===== src/rtl/bounding_sphere_refine_core_assert.svh =====
// assertion macros for the bounding sphere refinement core
// used by the top level only, no other dependencies
`ifndef BOUNDING_SPHERE_REFINE_CORE_ASSERT_SVH
`define BOUNDING_SPHERE_REFINE_CORE_ASSERT_SVH

// implication checked on every clock edge outside reset
`define BSR_ASSERT_IMPL(label, ante, cons, msg) \
  label: assert property (@(posedge clk) disable iff (!rst_n) (ante) |-> (cons)) \
    else $error(msg);

// next-cycle implication checked outside reset
`define BSR_ASSERT_NEXT(label, ante, cons, msg) \
  label: assert property (@(posedge clk) disable iff (!rst_n) (ante) |=> (cons)) \
    else $error(msg);

`endif


===== src/rtl/bsr_pkg.sv =====
// shared constants for the bounding sphere refinement core
// no dependencies
package bsr_pkg;
  localparam int COORD_WIDTH_DEF = 32;
  localparam logic [1:0] REG_CX = 2'd0;
  localparam logic [1:0] REG_CY = 2'd1;
  localparam logic [1:0] REG_CZ = 2'd2;
  localparam logic [1:0] REG_R  = 2'd3;
endpackage


===== src/rtl/bounding_sphere_refine_core.sv =====
// bounding sphere refinement: one request in, one shared add/sub unit does squares,
// square root, products and divisions bit-serially; no overlap between requests
// in_ready stays low from accept until the vertex is done, a shorter run when the vertex
// is inside since the product, division and rounding steps are skipped; a last vertex also
// passes the push state, which waits while an unaccepted result holds the output register;
// rst_n sync active low clears state and config
`include "bounding_sphere_refine_core_assert.svh"
module bounding_sphere_refine_core import bsr_pkg::*; #(
  parameter int COORD_WIDTH = COORD_WIDTH_DEF
) (
  input  logic                         clk,
  input  logic                         rst_n,
  input  logic                         cfg_valid,
  output logic                         cfg_ready,
  input  logic [1:0]                   cfg_index,
  input  logic [COORD_WIDTH-1:0]       cfg_data,
  input  logic                         in_valid,
  output logic                         in_ready,
  input  logic signed [COORD_WIDTH-1:0] in_vertex_x,
  input  logic signed [COORD_WIDTH-1:0] in_vertex_y,
  input  logic signed [COORD_WIDTH-1:0] in_vertex_z,
  input  logic                         in_first_vertex,
  input  logic                         in_last_vertex,
  output logic                         out_valid,
  input  logic                         out_ready,
  output logic signed [COORD_WIDTH-1:0] out_center_x,
  output logic signed [COORD_WIDTH-1:0] out_center_y,
  output logic signed [COORD_WIDTH-1:0] out_center_z,
  output logic [COORD_WIDTH-2:0]       out_radius
);
  localparam int CW = COORD_WIDTH;
  localparam int RW = CW - 1;
  localparam int DW = CW + 1;          // coordinate difference width
  localparam int SW = 2 * DW + 2;      // squared distance sum width
  localparam int QW = DW;              // root width
  localparam int NW = 2 * DW + 1;      // dividend width (|da| * grow)
  localparam int AW = NW + 2;          // shared adder width
  localparam int CNTW = $clog2(NW + 2);

  // sequencer states
  localparam logic [2:0] ST_IDLE = 3'd0;
  localparam logic [2:0] ST_SQ   = 3'd1;  // square accumulate, shift-add
  localparam logic [2:0] ST_ROOT = 3'd2;  // digit-by-digit square root
  localparam logic [2:0] ST_MUL  = 3'd3;  // |da| * grow, shift-add
  localparam logic [2:0] ST_DIV  = 3'd4;  // restoring division
  localparam logic [2:0] ST_RND  = 3'd5;  // rounding and centre update, radius after the last axis
  localparam logic [2:0] ST_OUT  = 3'd6;  // push result

  logic [2:0] state_r, state_nxt;
  logic [1:0] axis_r, axis_nxt;
  logic [CNTW-1:0] cnt_r, cnt_nxt;

  // configuration
  logic signed [CW-1:0] cfg_cx_r, cfg_cy_r, cfg_cz_r;
  logic [RW-1:0] cfg_r_r;
  // sphere state
  logic signed [CW-1:0] cx_r, cy_r, cz_r, cx_nxt, cy_nxt, cz_nxt;
  logic [RW-1:0] rad_r, rad_nxt;
  // working data
  logic signed [DW-1:0] dl_r [3];
  logic signed [DW-1:0] dl_nxt [3];
  logic last_r, last_nxt;
  logic [SW-1:0] acc_r, acc_nxt;       // square sum, later root remainder
  logic [DW-1:0] mc_r, mc_nxt;         // multiplicand / multiplier shift
  logic [NW-1:0] prod_r, prod_nxt;     // product, then dividend shift
  logic [QW-1:0] q_r, q_nxt;           // root, then quotient
  logic [QW-1:0] dist_r, dist_nxt;
  logic [DW:0] rem_r, rem_nxt;         // division remainder
  logic [DW:0] den_w;
  logic [DW-1:0] grow_w;

  // output register
  logic ov_r;
  logic signed [CW-1:0] ocx_r, ocy_r, ocz_r;
  logic [RW-1:0] orad_r;

  // the one shared adder/subtractor
  logic [AW-1:0] add_a, add_b, add_s;
  logic add_sub;
  assign add_s = add_sub ? (add_a - add_b) : (add_a + add_b);

  assign cfg_ready = 1'b1;
  assign in_ready  = (state_r == ST_IDLE);
  assign out_valid = ov_r;
  assign out_center_x = ocx_r;
  assign out_center_y = ocy_r;
  assign out_center_z = ocz_r;
  assign out_radius   = orad_r;

  assign den_w  = {dist_r, 1'b0};
  assign grow_w = dist_r - DW'(rad_r);

  // magnitude of the active axis difference
  logic signed [DW-1:0] da_w;
  logic [DW-1:0] mag_w;
  logic [DW+1:0] rem_shift;            // remainder can reach den, so one bit more
  assign da_w  = dl_r[axis_r];
  assign mag_w = da_w[DW-1] ? DW'(-da_w) : DW'(da_w);

  always_comb begin
    state_nxt = state_r;
    axis_nxt  = axis_r;
    cnt_nxt   = cnt_r;
    cx_nxt = cx_r; cy_nxt = cy_r; cz_nxt = cz_r; rad_nxt = rad_r;
    dl_nxt = dl_r;
    last_nxt = last_r;
    acc_nxt = acc_r; mc_nxt = mc_r; prod_nxt = prod_r;
    q_nxt = q_r; dist_nxt = dist_r; rem_nxt = rem_r;
    add_a = '0; add_b = '0; add_sub = 1'b0;
    rem_shift = '0;
    case (state_r)
      ST_IDLE: begin
        if (in_valid) begin
          if (in_first_vertex) begin
            dl_nxt[0] = DW'(in_vertex_x) - DW'(cfg_cx_r);
            dl_nxt[1] = DW'(in_vertex_y) - DW'(cfg_cy_r);
            dl_nxt[2] = DW'(in_vertex_z) - DW'(cfg_cz_r);
            cx_nxt = cfg_cx_r; cy_nxt = cfg_cy_r; cz_nxt = cfg_cz_r;
            rad_nxt = cfg_r_r;
          end else begin
            dl_nxt[0] = DW'(in_vertex_x) - DW'(cx_r);
            dl_nxt[1] = DW'(in_vertex_y) - DW'(cy_r);
            dl_nxt[2] = DW'(in_vertex_z) - DW'(cz_r);
          end
          // sign-extend inputs before subtract
          dl_nxt[0] = {in_vertex_x[CW-1], in_vertex_x} -
                      (in_first_vertex ? {cfg_cx_r[CW-1], cfg_cx_r} : {cx_r[CW-1], cx_r});
          dl_nxt[1] = {in_vertex_y[CW-1], in_vertex_y} -
                      (in_first_vertex ? {cfg_cy_r[CW-1], cfg_cy_r} : {cy_r[CW-1], cy_r});
          dl_nxt[2] = {in_vertex_z[CW-1], in_vertex_z} -
                      (in_first_vertex ? {cfg_cz_r[CW-1], cfg_cz_r} : {cz_r[CW-1], cz_r});
          last_nxt = in_last_vertex;
          acc_nxt = '0;
          axis_nxt = 2'd0;
          cnt_nxt = '0;
          prod_nxt = '0;
          state_nxt = ST_SQ;
        end
      end
      ST_SQ: begin
        // square of axis by shift-add: bit cnt of magnitude
        if (cnt_r == '0) mc_nxt = mag_w;
        else mc_nxt = mc_r >> 1;
        add_a = AW'(acc_r);
        add_b = AW'({mag_w, {DW{1'b0}}} >> (DW - 32'(cnt_r)));
        if (((cnt_r == '0) ? mag_w[0] : mc_r[1]))
          acc_nxt = SW'(add_s);
        if (32'(cnt_r) == DW - 1) begin
          cnt_nxt = '0;
          if (axis_r == 2'd2) begin
            axis_nxt = 2'd0;
            q_nxt = '0;
            state_nxt = ST_ROOT;
          end else axis_nxt = axis_r + 2'd1;
        end else cnt_nxt = cnt_r + 1'b1;
      end
      ST_ROOT: begin
        // trial root bit b = QW-1-cnt; acc holds n - q^2
        // take the bit when (2q + b) * b still fits in the remainder
        add_a = AW'(acc_r);
        add_b = AW'(((SW'(q_r) << 1) | SW'(1) << (QW - 1 - 32'(cnt_r)))
                    << (QW - 1 - 32'(cnt_r)));
        add_sub = 1'b1;
        if (!add_s[AW-1]) begin
          acc_nxt = SW'(add_s);
          q_nxt = q_r | (QW'(1) << (QW - 1 - 32'(cnt_r)));
        end
        if (32'(cnt_r) == QW - 1) begin
          cnt_nxt = '0;
          state_nxt = ST_MUL;
        end else cnt_nxt = cnt_r + 1'b1;
        if (32'(cnt_r) == QW - 1) begin
          dist_nxt = (!add_s[AW-1]) ? (q_r | QW'(1)) : q_r;
          axis_nxt = 2'd0;
          prod_nxt = '0;
          if (((!add_s[AW-1]) ? (q_r | QW'(1)) : q_r) <= QW'(rad_r))
            state_nxt = last_r ? ST_OUT : ST_IDLE;
        end
      end
      ST_MUL: begin
        // prod += grow << cnt when bit cnt of |da| set
        add_a = AW'(prod_r);
        add_b = AW'(NW'(grow_w) << cnt_r);
        if (mag_w[cnt_r[$clog2(DW)-1:0]]) prod_nxt = NW'(add_s);
        if (32'(cnt_r) == DW - 1) begin
          cnt_nxt = '0;
          rem_nxt = '0;
          q_nxt = '0;
          state_nxt = ST_DIV;
        end else cnt_nxt = cnt_r + 1'b1;
      end
      ST_DIV: begin
        rem_shift = {rem_r, prod_r[NW-1]};
        prod_nxt = prod_r << 1;
        add_a = AW'(rem_shift);
        add_b = AW'(den_w);
        add_sub = 1'b1;
        q_nxt = q_r << 1;
        rem_nxt = rem_shift[DW:0];
        if (!add_s[AW-1]) begin
          rem_nxt = (DW+1)'(add_s);
          q_nxt = (q_r << 1) | QW'(1);
        end
        if (32'(cnt_r) == NW - 1) begin
          cnt_nxt = '0;
          state_nxt = ST_RND;
        end else cnt_nxt = cnt_r + 1'b1;
      end
      ST_RND: begin
        // round half up: rem >= den - rem, then signed step of the centre
        add_a = AW'({rem_r, 1'b0});
        add_b = AW'(den_w);
        add_sub = 1'b1;
        begin
          logic [QW-1:0] qr;
          qr = q_r + QW'(!add_s[AW-1]);
          case (axis_r)
            2'd0: cx_nxt = da_w[DW-1] ? CW'(cx_r - CW'(qr)) : CW'(cx_r + CW'(qr));
            2'd1: cy_nxt = da_w[DW-1] ? CW'(cy_r - CW'(qr)) : CW'(cy_r + CW'(qr));
            default: cz_nxt = da_w[DW-1] ? CW'(cz_r - CW'(qr)) : CW'(cz_r + CW'(qr));
          endcase
        end
        cnt_nxt = '0;
        prod_nxt = '0;
        if (axis_r == 2'd2) begin
          axis_nxt = 2'd0;
          begin
            logic [QW:0] nr;
            nr = ({1'b0, dist_r} + (QW+1)'(rad_r) + (QW+1)'(1)) >> 1;
            rad_nxt = (nr > (QW+1)'({RW{1'b1}})) ? {RW{1'b1}} : RW'(nr);
          end
          state_nxt = last_r ? ST_OUT : ST_IDLE;
        end else begin
          axis_nxt = axis_r + 2'd1;
          state_nxt = ST_MUL;
        end
      end
      ST_OUT: begin
        if (!ov_r || out_ready) state_nxt = ST_IDLE;
      end
      default: state_nxt = ST_IDLE;
    endcase
  end

  always_ff @(posedge clk) begin
    if (!rst_n) begin
      state_r <= ST_IDLE;
      axis_r <= '0;
      cnt_r <= '0;
      cfg_cx_r <= '0; cfg_cy_r <= '0; cfg_cz_r <= '0; cfg_r_r <= '0;
      cx_r <= '0; cy_r <= '0; cz_r <= '0; rad_r <= '0;
      ov_r <= 1'b0;
      last_r <= 1'b0;
    end else begin
      state_r <= state_nxt;
      axis_r <= axis_nxt;
      cnt_r <= cnt_nxt;
      cx_r <= cx_nxt; cy_r <= cy_nxt; cz_r <= cz_nxt; rad_r <= rad_nxt;
      last_r <= last_nxt;
      if (cfg_valid) begin
        case (cfg_index)
          REG_CX: cfg_cx_r <= cfg_data;
          REG_CY: cfg_cy_r <= cfg_data;
          REG_CZ: cfg_cz_r <= cfg_data;
          REG_R:  cfg_r_r <= cfg_data[RW-1:0];
          default: ;
        endcase
      end
      if (state_r == ST_OUT && (!ov_r || out_ready)) ov_r <= 1'b1;
      else if (out_ready) ov_r <= 1'b0;
    end
  end

  // payload registers, no reset
  always_ff @(posedge clk) begin
    dl_r <= dl_nxt;
    acc_r <= acc_nxt; mc_r <= mc_nxt; prod_r <= prod_nxt;
    q_r <= q_nxt; dist_r <= dist_nxt; rem_r <= rem_nxt;
    if (state_r == ST_OUT && (!ov_r || out_ready)) begin
      ocx_r <= cx_r; ocy_r <= cy_r; ocz_r <= cz_r; orad_r <= rad_r;
    end
  end

  `BSR_ASSERT_IMPL(a_busy_not_ready, state_r != ST_IDLE, !in_ready, "ready while busy")
  `BSR_ASSERT_NEXT(a_out_hold, out_valid && !out_ready, out_valid, "result dropped")
  `BSR_ASSERT_IMPL(a_axis_range, state_r != ST_IDLE, axis_r != 2'd3, "bad axis")
endmodule


===== config.mk =====
export PLATFORM = sky130hd
export DESIGN_NAME = bounding_sphere_refine_core
export DESIGN_NICKNAME = d
export VERILOG_FILES = /design/src/rtl/bsr_pkg.sv /design/src/rtl/bounding_sphere_refine_core.sv
export VERILOG_INCLUDE_DIRS = /design/src /design/src/rtl
export SDC_FILE = /design/constraint.sdc
export NUM_CORES = 2
export LEC_CHECK = 0
export ABC_AREA = 1
export BUFFER_PORTS_ARGS = -buffer_cell sky130_fd_sc_hd__buf_2
export CORE_MARGIN = 5
export CORE_UTILIZATION = 40
export CTS_CLUSTER_SIZE = 20
export DETAILED_ROUTE_END_ITERATION = 8
export MAX_ROUTING_LAYER = met4
export PLACE_DENSITY = 0.65
export SLEW_MARGIN = 20
export SYNTH_ARGS = -nofsm -noshare
export SYNTH_HDL_FRONTEND = slang
export SYNTH_SLANG_ARGS = --single-unit

===== constraint.sdc =====
create_clock -name clk -period 14.1 [get_ports clk]
set_input_delay 0.705 -clock clk [delete_from_list [all_inputs] [get_ports clk]]
set_output_delay 0.705 -clock clk [all_outputs]
set_load 0.01 [all_outputs]

==> qor.yml <==
status:
  outcome: "complete, no violations"
final_layout:
  post-route-util_pct: 44.52
  layout-drive-gt1-share_pct: 8.189
  syn2layout_area_growth_pct: 10.66
  nNetsFinal: 10060
yosys:
  synth_top_area_share_pct: 23.23
  ys_warn_count: 0
  yosysMostFrequentCell: "nand2_1"
  async_reset_ff_share_pct: 0
  synth_cells: 9505
  yosysSeqAreaShare_pct: 31.65
  synth_common_cells: "nand2_1, nand3_1, inv_1"
  synthFlopType: "edfxtp_1"
  synthTopCellsByArea: "edfxtp_1, nand2_1, nand3_1"
  synth_cell_types: 75
  avgSynthCellArea_um2: 6.704
  syn_nets: 9958
  ys_ff_latch: 761
  yosys.area.top_type: "edfxtp_1"
  synth_edf_count: 493
  synth.cell_area_um2: 63720
floorplan:
  ios: 267
  die_w_um: 409.1
  rows: 146
  core_area_um2: 158400
  initial_core_util_pct: 40.23
  die_h_um: 409.1
  die-area_um2: 167400
route:
  drtIter0Drc: 8732
  drt-total-wl_um: 300000
  avgRoutedWirePerCell_um: 25.49
  dr_total_vias: 68630
  ant_nets: 0
  drcViolationCount: 0
  first_pass_iters: 6
  vias_per_cell: 5.829
sta:
  relSlewSlack_pct: 4.086
  clock.fmax_mhz: 77.44
  finalHoldViolations: 0
  post-route-period-util_pct: 91.59
  whs_ns: 0.2646
  setup_viol: 0
  fin_skew_ns: 0.1036
  fin_ws_ns: 1.186
  rsz0062_at_grt: "no"
  min_period_ns: 12.91
  drv_slew: 0
  tightest_slew_ns: 1.424
  fin_tns_setup_ns: 0
power:
  power_leakage_nw: 31.58
  switching_power_w: 0.01134
  comb_power_share_pct: 69.7
  irDropWorstVdd_uv: 214.2
  sequentialPowerShare_pct: 17.4
  power.share.clock_pct: 12.9
  swShare_pct: 57.38
  intPower_w: 0.008426
  power.total_w: 0.01977
  power_density_nw_per_um2: 280.4
clocking:
  clock_path_buffers: 3
  clkTransAtPathRegs_ns: 0.07
  cts_tree: "yes"
  cts_made_buffers: 92
  htree_levels: 3
  clock-sinks: 761
  clk_latency_ns: 0.76
  clockRootBuffer: "clkbuf_16"
min_path:
  hold_path_depth: 3
  hold_class: "in -> reg"
worst_setup_path:
  cp_max_fo: 35
  worstPathRequired_ns: 14.70
  critPathBufInv: 9
  rr_worst_depth: 70
  critPathLaunchType: "register"
  slowest_stage: "inv_2"
  end_kind: "register"
  crit_arrival_ns: 13.51
  worstSetupPathType: "reg -> reg"
  cp.depth: 70
  crit_family: "simple AND/OR/NAND/NOR gates"
  path_common_cell: "nand2_1"
  critPathMaxStageDelay_ns: 0.50
placed_design:
  dp_hpwl_um: 239700
  post-place-ws_ns: 1.027
  place.gp.congestion: 1.075
  io_buffers: 265
global_routing:
  antenna_found_initial: 21
  grt_pass1_wl_um: 431000
  globalRouteTotalUtil_pct: 35.37
  grt_max_degree: 106
  grt_overflow: 0
  grt_pass1_vias: 63210
flow_run:
  maxCapViolations: 0
## cells in the final DEF (no fill, tap or decap), drive strengths merged, types with 5 or more instances in the layout
cell and count:
bufinv 10, o22ai 63, o211ai 33, nor4 17
clkbuf 126, buf 428, nand3 1247, a21o 13
a221oi 9, clkinv 37, xnor2 91, o31ai 18
or2 23, inv 1027, o221ai 42, nand3b 21
nand2 2403, edfxtp 493, a21oi 798, o21a 13
dfxtp 268, fa 9, a22o 9, mux2i 10
nor3 74, nand4 107, ha 307, a31oi 34
a211oi 27, nor2 897, xor2 272, diode 17
and2 7, o21ai 678, clkinvlp 5, o21bai 30
a21boi 16
## power by group through the flow
stage	Combinational [W]	Clock, W	Sequential [W]
finish	0.0138	0.00255	0.00344
global placement	0.0133	0	0.00347
global route	0.0150	0.00267	0.00347
detailed placement	0.0134	0	0.00347
floorplan	0.00925	0	0.00332
CTS	0.0134	0.00258	0.00343
## sequential cells by signal, summed over array words and instances (netlist names), 2 cells and up
| signal | cells |
|---|---|
| rad_r | 31 |
| axis_r | 2 |
| cfg_r_r | 31 |
| mc_r | 32 |
| rem_r | 34 |
| prod_r | 67 |
| cy_r | 32 |
| cfg_cy_r | 32 |
| out_center_z | 32 |
| cz_r | 32 |
| cx_r | 32 |
| dist_r | 33 |
| state_r | 3 |
| cfg_cx_r | 32 |
| cnt_r | 7 |
| out_radius | 31 |
| q_r | 33 |
| cfg_cz_r | 32 |
| out_center_y | 32 |
| acc_r | 68 |
| out_center_x | 32 |
| dl_r | 99 |
## metrics by stage
stage	cells	area, um2
after CTS	11760	70440
after detailed placement	11590	67240
after global routing	11770	70500
after global placement	11590	67240
final	11770	70520
after floorplan	9505	63720
## area by class of cell
type	instances	area, um2
Sequential cell	761	20170
Fill cell	16630	87860
Antenna cell	17	42.54
Clock inverter	45	653.1
Multi-Input combinational cell	7290	38040
Timing Repair Buffer	428	2559
Inverter	1034	3906
Clock buffer	126	2552
Tap cell	2072	2592
## cell families (layout without fill, tap and decap cells)
kind of cell / after synthesis / in the layout / synth area share (%)
AO/OA/AOI/OAI: 1796 / 1796 / 15.41
XOR/XNOR: 363 / 363 / 5.001
adder cells (fa/ha/maj): 316 / 316 / 6.311
buffers and inverters: 1454 / 1633 / 8.869
flip-flops: 761 / 761 / 31.65
multiplexers: 10 / 10 / 0.1571
other: 1 / 18 / 0.005885
AND/OR/NAND/NOR: 4804 / 4804 / 32.60
## final timing paths
check | startpoint | to | slack (ns)
hold / removal | rst_n | cfg_cy_r[9] | 0.26
hold reg to reg | cfg_r_r[16] | cfg_r_r[16] | 0.45
setup / recovery | cnt_r[1] | cy_r[25] | 1.19
setup reg to reg | cnt_r[1] | cy_r[25] | 1.19
## tightest hold or removal path, cell delays in order
cell and delay [ns]:
buf_4 0.15, o21ai_0 0.08, a21oi_1 0.04
## repair_timing
action,4_1_cts,5_1_grt
gates resized for setup,0,7
buffers inserted,0,0
hold buffers,0,0
endpoints found under the setup margin,0,23
## routing by layer
layer | track usage (%) | part of all wire [%]
met1 | 49.59 | 45
met2 | 51.29 | 42
met3 | 5.855 | 9.3
met4 | 12.90 | 4.2
met5 | - | 0
Power figures use the tool's default switching activity.
